<file path="src/rtl/core/sps_pkg.sv">
// Shared types, codes and constants for the slotted page store.
// Used by the controller, the datapath and the top level; depends on nothing.
package sps_pkg;

  // Default page geometry.
  localparam int PAGE_BYTES_DEF   = 4096;
  localparam int HEADER_BYTES_DEF = 16;
  localparam int SLOT_ENTRY_BYTES = 4;

  // Field widths of the item formats.
  localparam int OP_W     = 2;
  localparam int LEN_W    = 12;
  localparam int BYTE_W   = 8;
  localparam int SLOT_W   = 10;
  localparam int IDX_W    = 12;
  localparam int STATUS_W = 3;
  localparam int CNT_W    = 11;   // slot counter, one bit wider than a slot number
  localparam int PEND_W   = 12;
  localparam int HALF_W   = 16;   // one slot entry half (offset or length)

  // Operation codes.
  localparam logic [OP_W-1:0] OP_INIT    = 2'd0;
  localparam logic [OP_W-1:0] OP_INSERT  = 2'd1;
  localparam logic [OP_W-1:0] OP_RECBYTE = 2'd2;
  localparam logic [OP_W-1:0] OP_READ    = 2'd3;

  // Result status codes.
  localparam logic [STATUS_W-1:0] ST_OK       = 3'd0;
  localparam logic [STATUS_W-1:0] ST_NO_SPACE = 3'd1;
  localparam logic [STATUS_W-1:0] ST_BAD_SLOT = 3'd2;
  localparam logic [STATUS_W-1:0] ST_BAD_IDX  = 3'd3;
  localparam logic [STATUS_W-1:0] ST_NO_OPEN  = 3'd4;

  // Controller states.
  typedef enum logic [2:0] {
    S_IDLE,
    S_EXEC,
    S_WR_ENT,
    S_RD_ENT,
    S_RD_LAST,
    S_CHK,
    S_REC_WAIT,
    S_DONE
  } state_t;

  // Commands from the controller to the datapath.
  typedef struct packed {
    logic                load_in;
    logic                ent_ld;
    logic                init;
    logic                ins_commit;
    logic                byte_wr;
    logic                ent_wr;
    logic                ent_rd;
    logic                rec_rd;
    logic                cap_ent;
    logic                cap_rec;
    logic                slen_ld;
    logic                cnt_clr;
    logic                cnt_inc;
    logic                set_status;
    logic [STATUS_W-1:0] status;
    logic                out_load;
  } cmd_t;

  // Status from the datapath to the controller.
  typedef struct packed {
    logic [OP_W-1:0] op;
    logic            fits;
    logic            pend_zero;
    logic            slot_bad;
    logic            idx_bad;
    logic            cnt_zero;
    logic            cnt_last;
    logic            out_free;
  } stat_t;

endpackage

</file>
<file path="src/rtl/core/sps_ctrl.sv">
// Controller state machine of the slotted page store.
// Depends on sps_pkg; drives the datapath through cmd_t and reads stat_t.
module sps_ctrl
  import sps_pkg::*;
(
  input  logic  clk,
  input  logic  rst_n,
  input  logic  in_valid,
  output logic  in_ready,
  input  stat_t stat,
  output cmd_t  cmd
);

  state_t state_r, state_nxt;

  // State register.
  always_ff @(posedge clk) begin
    if (!rst_n) begin
      state_r <= S_IDLE;
    end else begin
      state_r <= state_nxt;
    end
  end

  // Next state and commands.
  always_comb begin
    state_nxt = state_r;
    cmd       = '0;
    in_ready  = 1'b0;
    case (state_r)
      S_IDLE: begin
        in_ready = 1'b1;
        if (in_valid) begin
          cmd.load_in = 1'b1;
          state_nxt   = S_EXEC;
        end
      end
      S_EXEC: begin
        cmd.ent_ld = 1'b1;
        case (stat.op)
          OP_INIT: begin
            cmd.init  = 1'b1;
            state_nxt = S_DONE;
          end
          OP_INSERT: begin
            if (stat.fits) begin
              cmd.ins_commit = 1'b1;
              cmd.cnt_clr    = 1'b1;
              state_nxt      = S_WR_ENT;
            end else begin
              cmd.set_status = 1'b1;
              cmd.status     = ST_NO_SPACE;
              state_nxt      = S_DONE;
            end
          end
          OP_RECBYTE: begin
            if (stat.pend_zero) begin
              cmd.set_status = 1'b1;
              cmd.status     = ST_NO_OPEN;
            end else begin
              cmd.byte_wr = 1'b1;
            end
            state_nxt = S_DONE;
          end
          OP_READ: begin
            if (stat.slot_bad) begin
              cmd.set_status = 1'b1;
              cmd.status     = ST_BAD_SLOT;
              state_nxt      = S_DONE;
            end else begin
              cmd.cnt_clr = 1'b1;
              state_nxt   = S_RD_ENT;
            end
          end
          default: begin
            state_nxt = S_DONE;
          end
        endcase
      end
      S_WR_ENT: begin
        // Four entry bytes: offset low, offset high, length low, length high.
        cmd.ent_wr  = 1'b1;
        cmd.cnt_inc = 1'b1;
        if (stat.cnt_last) begin
          state_nxt = S_DONE;
        end
      end
      S_RD_ENT: begin
        // Each cycle issues one entry read and, after the first, captures the previous one.
        cmd.ent_rd  = 1'b1;
        cmd.cnt_inc = 1'b1;
        cmd.cap_ent = !stat.cnt_zero;
        if (stat.cnt_last) begin
          state_nxt = S_RD_LAST;
        end
      end
      S_RD_LAST: begin
        cmd.cap_ent = 1'b1;
        state_nxt   = S_CHK;
      end
      S_CHK: begin
        cmd.slen_ld = 1'b1;
        if (stat.idx_bad) begin
          cmd.set_status = 1'b1;
          cmd.status     = ST_BAD_IDX;
          state_nxt      = S_DONE;
        end else begin
          cmd.rec_rd = 1'b1;
          state_nxt  = S_REC_WAIT;
        end
      end
      S_REC_WAIT: begin
        cmd.cap_rec = 1'b1;
        state_nxt   = S_DONE;
      end
      S_DONE: begin
        // Hand the result over once the output register is free.
        if (stat.out_free) begin
          cmd.out_load = 1'b1;
          state_nxt    = S_IDLE;
        end
      end
      default: begin
        state_nxt = S_IDLE;
      end
    endcase
  end

endmodule

</file>
<file path="config.mk">
export PLATFORM = sky130hd
export DESIGN_NAME = sps_ctrl
export DESIGN_NICKNAME = d
export VERILOG_FILES = /design/src/rtl/core/sps_pkg.sv /design/src/rtl/core/sps_ctrl.sv
export SDC_FILE = /design/constraint.sdc
export NUM_CORES = 1
export LEC_CHECK = 0
export ABC_AREA = 1
export BUFFER_PORTS_ARGS = -buffer_cell sky130_fd_sc_hd__clkbuf_2
export CAP_MARGIN = 0
export CELL_PAD_IN_SITES_DETAIL_PLACEMENT = 0
export CELL_PAD_IN_SITES_GLOBAL_PLACEMENT = 1
export CORE_MARGIN = 2
export CORE_UTILIZATION = 23
export CTS_BUF_LIST = sky130_fd_sc_hd__clkbuf_4 sky130_fd_sc_hd__clkbuf_8
export DETAILED_ROUTE_END_ITERATION = 6
export MAX_ROUTING_LAYER = met4
export PLACE_DENSITY_LB_ADDON = 0.1
export RECOVER_POWER = 100
export SYNTH_ARGS = -nofsm -noshare
export SYNTH_HDL_FRONTEND = slang
export SYNTH_SLANG_ARGS = --single-unit
</file>
<file path="constraint.sdc">
create_clock -name clk -period 1.26 [get_ports clk]
set_input_delay 0.063 -clock clk [delete_from_list [all_inputs] [get_ports clk]]
set_output_delay 0.063 -clock clk [all_outputs]
set_load 0.02 [all_outputs]
</file>
==> qor_table.md <==
| Quantity | Reported |
|---|---|
| Result of the run | finished, violations left |
| Violations in the final reports | setup timing |
| Crit path setup slack, layout | -0.0336 ns |
| H-tree depth | 1 |
| Max_cap viols | 0 |
| Top cells by area, synth | nand2_1, dfxtp_1, nor2_1 |
| Largest net degree at the start of global routing | 8 |
| Routed WL per cell | 10.0 µm |
| Final worst clock skew | 0.00179 ns |
| Portion of the post-synthesis area used by sequential elements | 15.5% |
| Cell at the root of the clock tree | clkbuf_4 |
| Overall via count from detail_route | 576 |
| Worst Setup Path Type | reg -> out |
| # nets final | 128 |
| Last weighted congestion value of the routability-driven placer | 0.743 |
| Final Power | 1.79 mW |
| Flip-flop count of the largest register, all copies and words added | 3 |
| Chip Width | 45.1 µm |
| Residual DRC count | 0 |
| Via density | 4.40 |
| Effective utilization at floorplan | 25.2% |
| Worst-path maximum fanout | 6 |
| CTS clock-pin slew for the worst setup and hold paths | 0.04 ns |
| Post-placement cell area | 573 µm² |
| Post-synthesis area per instance | 5.46 µm² |
| Final count of hold timing violations | 0 |
| Most frequently used cell type in the post-synthesis netlist | nand2_1 |
| Ports placed on the boundary | 31 |
| Register with the most flip-flops | state_r |
| CTS Buf Count | 3 |
| Max-slew violations | 0 |
| Total detailed-routing wirelength | 1310 µm |
| Kind of path behind the tightest hold check | in -> reg |
| Port bufs | 30 |
| Share of the clock period used by the worst path after layout | 103% |
| CTS sink cnt | 3 |
| Via count of the first global-routing pass | 465 |
| Global Route Usage Sum | 13.7% |
| Source-to-sink clock delay at the later pin of the worst-skew pair | 0.24 ns |
| Count of fill cells added during filler insertion | 169 |
| Worst reg2reg path depth | 9 |
| Net count after synthesis | 83 |
| Count of routing violations after the opening detailed-route iteration | 5 |
| Post-synth EDFFs | 0 |
| Die height | 45.1 µm |
| Slew margin rel. | 78.9% |
| Diodes inserted | 0 |
| Achievable frequency | 773 MHz |
| HPWL after DPL | 931 µm |
| Total congestion overflow after global routing | 0 |
| Initial antenna violation count | 0 |
| Multi-input gate area in the final layout | 323 µm² |
| Number of library cell types mapped by synthesis | 19 |
| Global-route wire length before repair | 1940 µm |
| Registers with the most flip-flops | state_r x3 |
| Synth area leader | nand2_1 |
| Layout cells sized above 1 | 60.0% |
| Data arrival time of the critical path | 1.23 ns |
| CP Capture Type | output pin |
| Total die area | 2030 µm² |
| Synth Flop Type | dfxtp_1 |
| Post-route minimum period | 1.29 ns |
| Area occupied by registers | 68.8 µm² |
| Core area | 1540 µm² |
| First-pass iteration count of the detailed router | 4 |
| Unrepaired setup endpoints after global routing | yes |
| Cell area after synthesis | 388 µm² |
| Top-area cell type share of the netlist area | 16.5% |
| Final setup violation count | 5 |
| # rows | 14 |
| Share of async-settable or async-resettable flops after synthesis | 0% |
| Crit path launch type | flip-flop |
| Layout-stage area growth over the synthesis result | 101% |
| Number of instances in the synthesized netlist | 71 |
| Least-Margin Pin Slew | 0.315 ns |
| P per Cell Area | 2290 nW/µm² |
| Count of cells along the worst hold path | 3 |
| Total of flip-flops plus latches after synthesis | 3 |
| Static Leak | 0.438 nW |
| Post-route cell area | 779 µm² |
| Post-route antenna net violation count | 0 |
| Required time reported for the critical path endpoint | 1.20 ns |
| Clock tree from TritonCTS | done |
| Max Root-Sink Buffers | 2 |
| Top cells by instance count after synthesis | nand2_1, nor2_1, inv_1 |
| Worst IR Drop VDD | 962 µV |
| Warnings from Yosys | 0 |
## final cells by class
| class | instances | share of cell area [%] |
|---|---|---|
| Sequential cell | 3 | 8.83 |
| Tap cell | 16 | 2.57 |
| Multi-Input combinational cell | 56 | 41.4 |
| Timing Repair Buffer | 40 | 36.6 |
| Inverter | 12 | 6.74 |
| Clock buffer | 4 | 3.85 |
## where the power goes
group	internal [mW]	switching (mW)	leakage [nW]
logic	0.569	0.763	0.393
clock network	0.141	0.0580	0.0184
registers	0.165	0.0921	0.0264
## routing by layer
metal	share of wire [%]	vias up	global-route usage [%]
met5	0	-	-
met4	1.6	0	8.82
met3	6.3	2	2.80
met2	45	18	18.9
met1	47	242	18.0
li1	-	314	-
## final timing paths
| check | slack [ns] | from | endpoint |
|---|---|---|---|
| max reg2reg | 0.08 | state_r[1]$_SDFFE_PN0P_ | state_r[0]$_SDFFE_PN0P_ |
| max | -0.03 | state_r[1]$_SDFFE_PN0P_ | cmd[1] |
| min reg2reg | 0.67 | state_r[1]$_SDFFE_PN0P_ | state_r[2]$_SDFFE_PN0P_ |
| min | 0.04 | rst_n | state_r[0]$_SDFFE_PN0P_ |
## per-stage QoR
| step | hold slack, ns | utilization [%] | setup TNS (ns) | instances | setup slack (ns) |
|---|---|---|---|---|---|
| 2_1_floorplan | 0.183 | - | -0.453 | 71 | -0.137 |
| 4_1_cts | 0.0466 | 44.9 | -0.152 | 127 | -0.0371 |
| 3_5_place_dp | 0.306 | 37.2 | 0 | 119 | 0.0736 |
| 5_1_grt | 0.0526 | 50.6 | -0.742 | 131 | -0.107 |
| 6_report | 0.0410 | 50.6 | -0.0755 | 131 | -0.0336 |
| 3_3_place_gp | 0.304 | 37.2 | 0 | 119 | 0.0745 |
## layout by cell type, fill, tap and decap left out
cell / synthesis / final
nor2_1: 14 / 13
buf_4: 0 / 16
a21oi_1: 2 / 2
nand3_2: 2 / 1
nand3_1: 4 / 5
inv_1: 10 / 7
nor2_2: 1 / 2
inv_4: 1 / 3
nand4_1: 1 / 1
o21ai_2: 0 / 1
nand2_1: 17 / 13
o21ai_0: 1 / 1
dfxtp_2: 0 / 1
nand2_4: 1 / 2
buf_6: 0 / 4
nor2_4: 2 / 2
clkbuf_4: 0 / 4
nor3_1: 6 / 2
dfxtp_4: 0 / 2
o31ai_1: 1 / 1
buf_8: 0 / 2
nand2_2: 2 / 5
inv_2: 1 / 2
nor3_2: 0 / 3
nor3_4: 0 / 1
clkbuf_2: 0 / 18
nand3b_1: 1 / 1
## cell families (layout without fill, tap and decap cells)
kind of cell	count (synthesis)	in the layout	synth area share [%]
flip-flops	3	3	15.5
buffers and inverters	12	56	12.3
AND/OR/NAND/NOR	51	51	65.2
AO/OA/AOI/OAI	5	5	7.10
## worst max-delay path, stage by stage, from the launching register on
cell and delay [ns]:
dfxtp_4 0.36, inv_4 0.06, nand2_4 0.07, nor2_4 0.13, buf_6 0.13, nand2_2 0.05, nand2_2 0.09, buf_8 0.11
## repair_timing
item / CTS / global route
endpoints found under the setup margin: 12 / 14
hold buffers: 0 / 0
buffers inserted: 4 / 4
endpoints found under the hold margin: 0 / 0
gates resized for setup: 21 / 31
pin swaps: 2 / 5
Note: power is estimated with default switching activity, not from simulation.
